`config.mk`:
```
export PLATFORM = sky130hd
export DESIGN_NAME = tccw_ctrl
export DESIGN_NICKNAME = d
export VERILOG_FILES = /design/src/tccw_pkg.sv /design/src/tccw_ctrl.sv
export SDC_FILE = /design/constraint.sdc
export NUM_CORES = 1
export LEC_CHECK = 0
export BUFFER_PORTS_ARGS = -buffer_cell sky130_fd_sc_hd__buf_2
export CAP_MARGIN = 0
export CORE_MARGIN = 2
export CORE_UTILIZATION = 53
export DETAILED_ROUTE_END_ITERATION = 7
export PLACE_DENSITY = 0.82
export SLEW_MARGIN = 20
export SYNTH_ARGS = -nofsm -noshare
export SYNTH_HDL_FRONTEND = slang
export SYNTH_SLANG_ARGS = --single-unit
```
`constraint.sdc`:
```
create_clock -name i_clk -period 4.8 [get_ports i_clk]
set_input_delay 0.48 -clock i_clk [delete_from_list [all_inputs] [get_ports i_clk]]
set_output_delay 0.48 -clock i_clk [all_outputs]
set_load 0.1 [all_outputs]
```
`src/tccw_pkg.sv`:
```
package tccw_pkg;

    // Field and register widths.
    localparam int ADDR_W     = 14;
    localparam int SIZE_W     = 15;
    localparam int END_W      = 16;
    localparam int DIST_W     = 7;
    localparam int CHAR_W     = 8;
    localparam int COUNT_W    = 7;
    localparam int CFG_IDX_W  = 1;
    localparam int CFG_DATA_W = 15;
    localparam int STEP_W     = $clog2(ADDR_W);

    // Default geometry of the console.
    localparam int ROW_CELLS_DEF   = 80;
    localparam int SCREEN_ROWS_DEF = 25;
    localparam int MARK_DEPTH_DEF  = 256;

    // Configuration register indexes.
    localparam logic [CFG_IDX_W-1:0] CFG_REGION_BASE = 1'b0;
    localparam logic [CFG_IDX_W-1:0] CFG_REGION_SIZE = 1'b1;

    // Character codes.
    localparam logic [CHAR_W-1:0] CH_BACK    = 8'd8;
    localparam logic [CHAR_W-1:0] CH_TAB     = 8'd9;
    localparam logic [CHAR_W-1:0] CH_NEWLINE = 8'd10;
    localparam logic [CHAR_W-1:0] CH_SPACE   = 8'd32;

    // A tab is four spaces; popping a tab mark erases three more cells.
    localparam int TAB_SPACES = 4;
    localparam logic [DIST_W-1:0] TAB_EXTRA = 7'd3;

    // A backspace cascade stops after this many erased cells.
    localparam logic [COUNT_W-1:0] ERASE_LIMIT = 7'd127;

    // One entry of the line-break stack: position and the distance jumped.
    typedef struct packed {
        logic [ADDR_W-1:0] mark;
        logic [DIST_W-1:0] jump;
    } t_brk_entry;

    // Commands from the controller to the datapath.
    typedef struct packed {
        logic accept;
        logic div_step;
        logic nl_apply;
        logic nl_push;
        logic tab_step;
        logic tab_push;
        logic print_step;
        logic bs_step;
        logic scroll_step;
        logic out_load;
    } t_dp_cmd;

    // Status from the datapath to the controller.
    typedef struct packed {
        logic cnt_zero;
        logic bs_more;
        logic scroll_more;
    } t_dp_sts;

endpackage

```
`src/tccw_ctrl.sv`:
```
module tccw_ctrl (
    input  logic                        i_clk,
    input  logic                        i_rst_n,
    input  logic                        i_valid,
    input  logic [tccw_pkg::CHAR_W-1:0] i_char_code,
    output logic                        o_stall,
    output logic                        o_valid,
    input  logic                        i_stall,
    output tccw_pkg::t_dp_cmd           o_cmd,
    input  tccw_pkg::t_dp_sts           i_sts
);

    typedef enum logic [10:0] {
        S_IDLE     = 11'b00000000001,
        S_NL_DIV   = 11'b00000000010,
        S_NL_APPLY = 11'b00000000100,
        S_NL_PUSH  = 11'b00000001000,
        S_TAB      = 11'b00000010000,
        S_TAB_PUSH = 11'b00000100000,
        S_PRINT    = 11'b00001000000,
        S_BS_FETCH = 11'b00010000000,
        S_BS_STEP  = 11'b00100000000,
        S_SCROLL   = 11'b01000000000,
        S_OUT      = 11'b10000000000
    } t_state;

    t_state r_state, n_state;
    logic   r_out_valid, n_out_valid;
    tccw_pkg::t_dp_cmd cmd;

    // Sequencing of one item through the datapath.
    always_comb begin
        n_state = r_state;
        cmd     = '0;
        unique case (r_state)
            S_IDLE: begin
                if (i_valid) begin
                    cmd.accept = 1'b1;
                    if (i_char_code == tccw_pkg::CH_NEWLINE) begin
                        n_state = S_NL_DIV;
                    end else if (i_char_code == tccw_pkg::CH_TAB) begin
                        n_state = S_TAB;
                    end else if (i_char_code == tccw_pkg::CH_BACK) begin
                        n_state = S_BS_FETCH;
                    end else begin
                        n_state = S_PRINT;
                    end
                end
            end
            S_NL_DIV: begin
                cmd.div_step = 1'b1;
                n_state      = S_NL_APPLY;
            end
            S_NL_APPLY: begin
                cmd.nl_apply = 1'b1;
                n_state      = S_NL_PUSH;
            end
            S_NL_PUSH: begin
                cmd.nl_push = 1'b1;
                n_state     = S_SCROLL;
            end
            S_TAB: begin
                cmd.tab_step = 1'b1;
                if (i_sts.cnt_zero) begin
                    n_state = S_TAB_PUSH;
                end
            end
            S_TAB_PUSH: begin
                cmd.tab_push = 1'b1;
                n_state      = S_SCROLL;
            end
            S_PRINT: begin
                cmd.print_step = 1'b1;
                n_state        = S_SCROLL;
            end
            S_BS_FETCH: begin
                n_state = S_BS_STEP;
            end
            S_BS_STEP: begin
                cmd.bs_step = 1'b1;
                n_state     = i_sts.bs_more ? S_BS_FETCH : S_SCROLL;
            end
            S_SCROLL: begin
                if (i_sts.scroll_more) begin
                    cmd.scroll_step = 1'b1;
                end else begin
                    n_state = S_OUT;
                end
            end
            S_OUT: begin
                if (!r_out_valid || !i_stall) begin
                    cmd.out_load = 1'b1;
                    n_state      = S_IDLE;
                end
            end
            default: begin
                n_state = S_IDLE;
            end
        endcase
    end

    // The output register holds a result until the sink takes it.
    always_comb begin
        n_out_valid = r_out_valid;
        if (cmd.out_load) begin
            n_out_valid = 1'b1;
        end else if (r_out_valid && !i_stall) begin
            n_out_valid = 1'b0;
        end
    end

    always_ff @(posedge i_clk) begin
        if (!i_rst_n) begin
            r_state     <= S_IDLE;
            r_out_valid <= 1'b0;
        end else begin
            r_state     <= n_state;
            r_out_valid <= n_out_valid;
        end
    end

    assign o_stall = (r_state != S_IDLE);
    assign o_valid = r_out_valid;
    assign o_cmd   = cmd;

endmodule

```
==> flow_summary_export.csv, run 1 <==
group,metric,value,unit
placed_design,port_buffers,26,
worst_setup_path,crit_fanout,12,
routing,drc,0,
synthesis,synth_top_area_share,27.7,%
clock_network,clockBufferDepth,2,
sta,clock.fmax,356,MHz
routing,routed-via-count,896,
die,die_y,44.4,um
die,num_rows,14,
sta,post-route-min-period,2.81,ns
clock_network,clk_pin_slew_worst_paths,0.08,ns
sta,slew_violations,0,
synthesis,yosysSeqAreaShare,27.7,%
sta,hold_viol,0,
global_route,grt_pass1_vias,792,
clock_network,post_cts_resize_count,0,
clock_network,clk_latency,0.29,ns
clock_network,cts-root-buf,"clkbuf_4",
sta,relSlewSlack,59.7,%
worst_setup_path,required,4.32,ns
power,irDropWorstVdd,0.257,mV
layout,area_growth,15.9,%
sta,finalSetupViolCount,0,
die,ios,27,
synthesis,async_flop_share,0,%
layout,antennaDiodeCount,0,
hold_path,min_path_type,"primary input to flop",
routing,finalWirelength,2.06,mm
synthesis,synth.most_common_cell,"dfxtp_1",
global_route,grt-ovfl-total,0,
clock_network,clock_sinks,12,
clock_network,cts_buffers,3,
clock_network,cts_setup_buffers,0,
routing,via_per_inst,6.35,
synthesis,syn_nets,117,
clock_network,cts_tree,"built",
power,powerDensity,334,nW/um^2
global_route,gr-usage-all-layers,24.1,%
placed_design,gp_congestion,0.880,
sta,post-route-period-util,58.5,%
clock_network,htreeDepth,1,
power,p_int,0.000191,W
sta,setup_tns,0,ns
power,swShare,43.3,%
synthesis,synth_enable_flop_cells,0,
die,initial_core_util,56.9,%
layout,final_nets,141,
power,p_sw,0.000145,W
routing,initialDrtViolationCount,11,
die,die_w,44.4,um
flow_run,max-cap-violations,0,
worst_setup_path,critPathLaunchType,"flop",
placed_design,dp_hpwl,1.56,mm
synthesis,yosysTopAreaCell,"dfxtp_1",
synthesis,avgSynthCellArea,8.50,sq um
sta,holdWs,0.451,ns
die,core,1520,sq um
synthesis,yosysUniqueCellTypes,45,
synthesis,ys_ff_latch,12,
worst_setup_path,critical_path_class,"flop to primary output",
synthesis,synth_area,867,sq um
layout,drive_above_1_share,34.4,%
synthesis,ys_warn_count,0,
sta,worstMarginPinSlew,0.599,ns
power,power_frac_seq,33.4,%
sta,grt_setup_unrepaired,"false",
power,leakage,0.418,nW
power,pwr-share-clk,25.6,%
worst_setup_path,arrival,2.33,ns
routing,drtPass1Iterations,4,
global_route,grt_pass1_wl,3.47,mm
status,status,"finished, final reports clean",
routing,wl_per_cell,14.6,um
routing,antenna_left,0,
sta,fin_worst_skew,0.00295,ns
synthesis,ys.flop_type,"dfxtp_1",
synthesis,syn_inst,102,
clock_network,holdBufCountCts,0,
power,p_comb_share,41.0,%
global_route,grt_max_degree,13,
worst_setup_path,cp-end-kind,"primary output",
die,dieArea,1980,sq um
synthesis,ys_top_cells_by_count,"12 x dfxtp_1, 10 x nor3_1, 8 x nor4_1, 5 x nand2b_1, 5 x nand3_1",
synthesis,synth_area_leaders,"dfxtp_1 28%, nor3_1 5.8%, nor4_1 5.8%",
global_route,grt_antenna_before_repair,0,
[routing by layer]
| metal | routed length (um) | vias to the layer above | track usage (%) | share of wire, % |
|---|---|---|---|---|
| met1 | 878 | 403 | 29.0 | 43 |
| met3 | 157 | 5 | 6.12 | 7.6 |
| met5 | 0 | - | 0 | 0 |
| met4 | 43 | 0 | 7.88 | 2.1 |
| met2 | 982 | 50 | 41.5 | 48 |
| li1 | - | 438 | - | - |
[power by group through the flow]
stage	sequential, W	combinational, W	clock (W)
after floorplan	0.000112	0.000119	0
after global routing	0.000113	0.000148	0.0000924
after detailed placement	0.000114	0.000137	0
after global placement	0.000114	0.000136	0
after CTS	0.000112	0.000138	0.0000866
final	0.000112	0.000138	0.0000859
[sequential cells by signal, summed over array words and instances, names as in the netlist]
register  flops
r_state      11
o_valid       1
[layout by cell type, fill, tap and decap left out, drive strengths merged, types with 4 or more instances in the layout]
| master | synthesis | routed |
|---|---|---|
| nor4 | 10 | 10 |
| nor2 | 4 | 4 |
| or4 | 5 | 5 |
| buf | 6 | 26 |
| dfxtp | 12 | 12 |
| nand3 | 5 | 5 |
| nor3 | 10 | 10 |
| nand2b | 6 | 6 |
| clkbuf | 1 | 4 |
[logic make-up after synthesis]
family	share of synthesized area [%]
xor+xnor	4.04
buf+inv	6.49
flops	27.7
compound gates	16.3
simple gates	45.5
[layout make-up]
cell class / count / area [sq um]
well taps: 16 / 20.0
repair buffers: 26 / 130
flip-flops and latches: 12 / 240
multi-input cells: 81 / 571
inverters: 2 / 7.51
clock buffers: 4 / 36.3
fillers: 127 / 519
[through the flow]
| stage | area, sq um | utilization (%) | total power [W] | std cells | setup WS, ns |
|---|---|---|---|---|---|
| after global placement | 968 | 63.5 | 0.000250 | 137 | 2.35 |
| after global routing | 1000 | 65.9 | 0.000353 | 141 | 1.91 |
| after CTS | 1000 | 65.9 | 0.000336 | 141 | 1.99 |
| final | 1000 | 65.9 | 0.000336 | 141 | 1.99 |
| after floorplan | 867 | - | 0.000230 | 102 | 0.266 |
| after detailed placement | 968 | 63.5 | 0.000251 | 137 | 2.31 |
[critical path, cell delays in order, from the launching register on]
cell     delay (ns)
dfxtp_1        0.37
or4_4          0.65
or3_1          0.44
a21oi_1        0.13
buf_2          0.44
[final timing paths]
kind                   from    endpoint  slack (ns)  cells after the start
max              r_state[4]    o_cmd[0]        1.99                      4
min          i_char_code[1]  r_state[1]        0.45                      3
max reg2reg      r_state[4]  r_state[6]        2.72                      4
min reg2reg         o_valid     o_valid        0.54                      2
(Power assumes the default switching activity.)
==> inputs of run 2 (changes only) <==
- CORE_UTILIZATION: 53 -> 49
- PLACE_DENSITY: 0.82 -> 0.77
- clock period: 4.8 -> 2.75 ns (I/O delays scaled with it)
==> run 2 against run 1 <==
Against the previous run: clock-buffer cell count is 1 lower; non-clock buffer count is the same; die area is 7.4% higher; combinational power is 83% higher; global-route usage decreased by 0.68 points.
==> flow_summary_export.csv, run 2 (synthesized netlist as in run 1, its figures left out) <==
group,metric,value,unit
placed_design,postPlaceCellArea,1020,sq um
die,dieArea,2120,sq um
worst_setup_path,required,2.48,ns
layout,multi_input_area,619,sq um
sta,fin_worst_skew,0.0125,ns
sta,post-route-period-util,95.5,%
power,p_comb_share,44.8,%
sta,finalSetupViolCount,0,
layout,final_common_cell,"buf_2",
routing,drc,0,
power,leakage,0.422,nW
clock_network,clk_pin_slew_worst_paths,0.09,ns
global_route,grt_pass1_vias,747,
routing,initialDrtViolationCount,12,
clock_network,clockBufferDepth,2,
global_route,grt-ovfl-total,0,
clock_network,cts_buffers,3,
routing,routed-via-count,861,
layout,largest_register_ffs,11,
worst_setup_path,cp-end-kind,"primary output",
layout,ff_latch_area,240,sq um
flow_run,max-cap-violations,0,
worst_setup_path,critical_path_class,"flop to primary output",
sta,relSlewSlack,61.5,%
power,pwr-share-clk,20.5,%
clock_network,cts_tree,"built",
worst_setup_path,critPathLaunchType,"flop",
placed_design,dp.cells,138,
layout,final_cell_mix,"26 x buf_2, 12 x dfxtp_1, 7 x nor3_1",
die,die_y,46.1,um
global_route,grt_max_degree,13,
routing,via_per_inst,6.11,
layout,regMostFlops,"r_state",
power,swShare,46.1,%
die,ios,27,
sta,slew_violations,0,
clock_network,clock_sinks,12,
routing,finalWirelength,2.14,mm
die,die_w,46.1,um
power,p_int,0.000304,W
layout,antennaDiodeCount,0,
clock_network,htreeDepth,1,
layout,area_growth,20.1,%
placed_design,gp_congestion,0.786,
power,power_frac_seq,34.8,%
power,irDropWorstVdd,0.356,mV
global_route,grt_antenna_before_repair,0,
worst_setup_path,crit_fanout,12,
placed_design,port_buffers,26,
sta,clock.fmax,381,MHz
power,p_sw,0.000260,W
clock_network,clk_latency,0.29,ns
global_route,gr-usage-all-layers,23.4,%
sta,hold_viol,0,
clock_network,cts-root-buf,"clkbuf_4",
worst_setup_path,arrival,2.35,ns
die,core,1690,sq um
sta,worstMarginPinSlew,0.573,ns
clock_network,cts_setup_buffers,0,
hold_path,min_path_type,"primary input to flop",
layout,fin_cells,141,
layout,drive_above_1_share,38.7,%
routing,antenna_left,0,
routing,drtPass1Iterations,4,
status,status,"finished, final reports clean",
power,total_power,0.000564,W
placed_design,pre_cts_slack,0.430,ns
placed_design,dp_hpwl,1.61,mm
die,initial_core_util,51.3,%
sta,post-route-min-period,2.62,ns
power,powerDensity,542,nW/um^2
routing,wl_per_cell,15.2,um
layout,num-fill-cells,162,
layout,final_nets,141,
global_route,grt_pass1_wl,3.44,mm
die,num_rows,15,
layout,design_area,1040,sq um
sta,fin_ws,0.125,ns
clock_network,holdBufCountCts,0,
sta,grt_setup_unrepaired,"false",
clock_network,post_cts_resize_count,0,
run 2: final cells by class:
type | count | area share, %
timing repair buffer | 26 | 12.5
sequential | 12 | 23.1
clock buffer | 3 | 2.16
multi-input combinational | 81 | 59.5
tap | 17 | 2.04
inverter | 2 | 0.721
run 2: final timing paths:
check	from	endpoint	slack, ns	depth (start not counted)
setup reg to reg	r_state[4]	r_state[7]	0.65	5
setup / recovery	r_state[4]	o_cmd[9]	0.13	4
hold reg to reg	o_valid	o_valid	0.55	2
hold / removal	i_char_code[1]	r_state[1]	0.24	3
run 2: power by group through the flow:
| stage | Combinational (W) | Sequential, W | Clock (W) |
|---|---|---|---|
| floorplan | 0.000219 | 0.000195 | 0 |
| global placement | 0.000249 | 0.000199 | 0 |
| detailed placement | 0.000252 | 0.000200 | 0 |
| CTS | 0.000253 | 0.000196 | 0.000116 |
| global route | 0.000268 | 0.000198 | 0.000125 |
| finish | 0.000253 | 0.000196 | 0.000115 |
run 2: worst max-delay path, stage by stage, from the launching register on:
cell and delay (ns):
dfxtp_1 0.38, or4_4 0.68, nor4_4 0.40, and2_1 0.18
buf_2 0.42
run 2: metrics by stage:
stage                     hold WS (ns)  setup TNS (ns)  util, %
final                            0.243               0     61.6
after global routing             0.250               0     61.6
after CTS                        0.241               0     61.6
after detailed placement         0.535               0     60.3
after global placement           0.515               0     60.3
after floorplan                  0.392           -1.29        -
run 2: metal layers:
layer	vias to the layer above	wire, um	GRT usage [%]
li1	437	-	-
met1	395	1010	32.6
met2	25	986	34.4
met3	4	93	2.35
met4	0	49	13.7
met5	-	0	0
==> inputs of run 3 (changes only) <==
- PLACE_DENSITY: 0.77 -> 0.74
==> run 3 against run 2 <==
Against the previous run: clock-buffer cell count rose by 1; clock power rose by 30%; register-to-register slack is essentially flat.
==> flow_summary_export.csv, run 3 (synthesized netlist as in run 1, its figures left out) <==
group,metric,value,unit
layout,area_growth,21.6,%
clock_network,post_cts_resize_count,0,
clock_network,cts_buffers,3,
routing,antenna_left,0,
global_route,grt-ovfl-total,0,
routing,via_per_inst,6.30,
sta,worstMarginPinSlew,0.575,ns
global_route,gr-usage-all-layers,23.3,%
clock_network,cts_setup_buffers,0,
layout,antennaDiodeCount,0,
worst_setup_path,arrival,2.39,ns
worst_setup_path,crit_family,"simple AND/OR/NAND/NOR gates",
die,dieArea,2120,sq um
worst_setup_path,critical_path_class,"flop to primary output",
power,irDropWorstVdd,0.353,mV
worst_setup_path,required,2.48,ns
die,num_rows,15,
power,leakage,0.430,nW
routing,finalWirelength,2.11,mm
global_route,grt_pass1_vias,801,
worst_setup_path,crit_buf_inv,1,
placed_design,dp_hpwl,1.63,mm
hold_path,hold_end,"r_state[1]",
routing,drtPass1Iterations,4,
worst_setup_path,timing.rr.end,"r_state[1]",
layout,num-fill-cells,154,
worst_setup_path,crit_fanout,12,
hold_path,whs_path_depth,3,
sta,finalSetupViolCount,0,
global_route,grt_max_degree,13,
layout,drive_above_1_share,39.2,%
layout,final_common_cell,"buf_2",
sta,holdWs,0.255,ns
flow_run,max-cap-violations,0,
clock_network,clock_sinks,12,
layout,regMostFlops,"r_state",
status,status,"finished, final reports clean",
die,initial_core_util,51.3,%
sta,post-route-period-util,97.1,%
clock_network,holdBufCountCts,0,
routing,initialDrtViolationCount,20,
worst_setup_path,slowest_delay,0.68,ns
layout,design_area,1050,sq um
routing,drc,0,
worst_setup_path,crit_chain,"or4_4 > or3_1 > a21oi_1 > buf_2",
sta,fin_ws,0.0804,ns
die,die_y,46.1,um
layout,multi_input_area,619,sq um
hold_path,hold_path.startpoint,"i_char_code[1]",
clock_network,htreeDepth,1,
die,core,1690,sq um
placed_design,pre_cts_slack,0.405,ns
clock_network,clk_pin_slew_worst_paths,0.08,ns
power,powerDensity,568,nW/um^2
sta,slew_violations,0,
layout,largest_register_ffs,11,
sta,fin_worst_skew,0.00500,ns
die,ios,27,
routing,wl_per_cell,14.9,um
global_route,grt_pass1_wl,3.53,mm
clock_network,clk_latency,0.29,ns
sta,post-route-min-period,2.67,ns
clock_network,cts-root-buf,"clkbuf_4",
global_route,grt_antenna_before_repair,0,
sta,grt_setup_unrepaired,"false",
worst_setup_path,reg2reg_from,"r_state[4]",
sta,hold_viol,0,
worst_setup_path,slowest_stage,"or4_4",
clock_network,cts_tree,"built",
layout,final_util,62.4,%
worst_setup_path,reg2reg_slack,0.66,ns
layout,final_cell_mix,"26 x buf_2, 12 x dfxtp_1, 7 x nor3_1",
worst_setup_path,ff2ff_path_depth,5,
routing,routed-via-count,894,
placed_design,port_buffers,26,
clock_network,clockBufferDepth,2,
sta,clock.fmax,375,MHz
die,die_w,46.1,um
hold_path,min_path_type,"primary input to flop",
worst_setup_path,critPathLaunchType,"flop",
placed_design,gp_congestion,0.811,
sta,relSlewSlack,61.4,%
placed_design,postPlaceCellArea,1020,sq um
worst_setup_path,cp-end-kind,"primary output",
layout,final_nets,141,
layout,ff_latch_area,240,sq um
[run 3: power breakdown]
part / switching (W) / total (W) / internal, W
sequential: 0.0000149 / 0.000197 / 0.000182
clock: 0.0000684 / 0.000149 / 0.0000807
combinational: 0.000181 / 0.000253 / 0.0000713
total: 0.000265 / 0.000599 / 0.000334
[run 3: worst max path at each step]
| stage | cells after the start | to | from |
|---|---|---|---|
| floorplan | 5 | o_cmd[3] | r_state[2] |
| global placement | 4 | o_cmd[0] | r_state[4] |
| detailed placement | 4 | o_cmd[0] | r_state[4] |
| CTS | 4 | o_cmd[0] | r_state[4] |
| global route | 4 | o_cmd[9] | r_state[4] |
| finish | 4 | o_cmd[0] | r_state[4] |
[run 3: cell type report]
class / count / share of cell area (%)
Inverter: 2 / 0.712
Tap cell: 17 / 2.02
Timing Repair Buffer: 26 / 12.3
Multi-Input combinational cell: 81 / 58.7
Clock buffer: 4 / 3.44
Sequential cell: 12 / 22.8
[run 3: metrics by stage]
stage / power (W) / std cells / setup TNS (ns)
2_1_floorplan: 0.000414 / 102 / -1.29
3_3_place_gp: 0.000448 / 138 / 0
3_5_place_dp: 0.000453 / 138 / 0
4_1_cts: 0.000600 / 142 / 0
5_1_grt: 0.000622 / 142 / 0
6_report: 0.000599 / 142 / 0
[run 3: layer usage]
layer	vias to the layer above	track usage (%)	share of wire, %
li1	439	-	-
met1	413	30.4	43
met2	37	36.1	48
met3	5	5.10	6.0
met4	0	10.9	2.0
met5	-	0	0
[run 3: worst min-delay path, cell delays in order]
cell and delay, ns:
buf_2 0.12, nand3_1 0.07, nor3_1 0.04
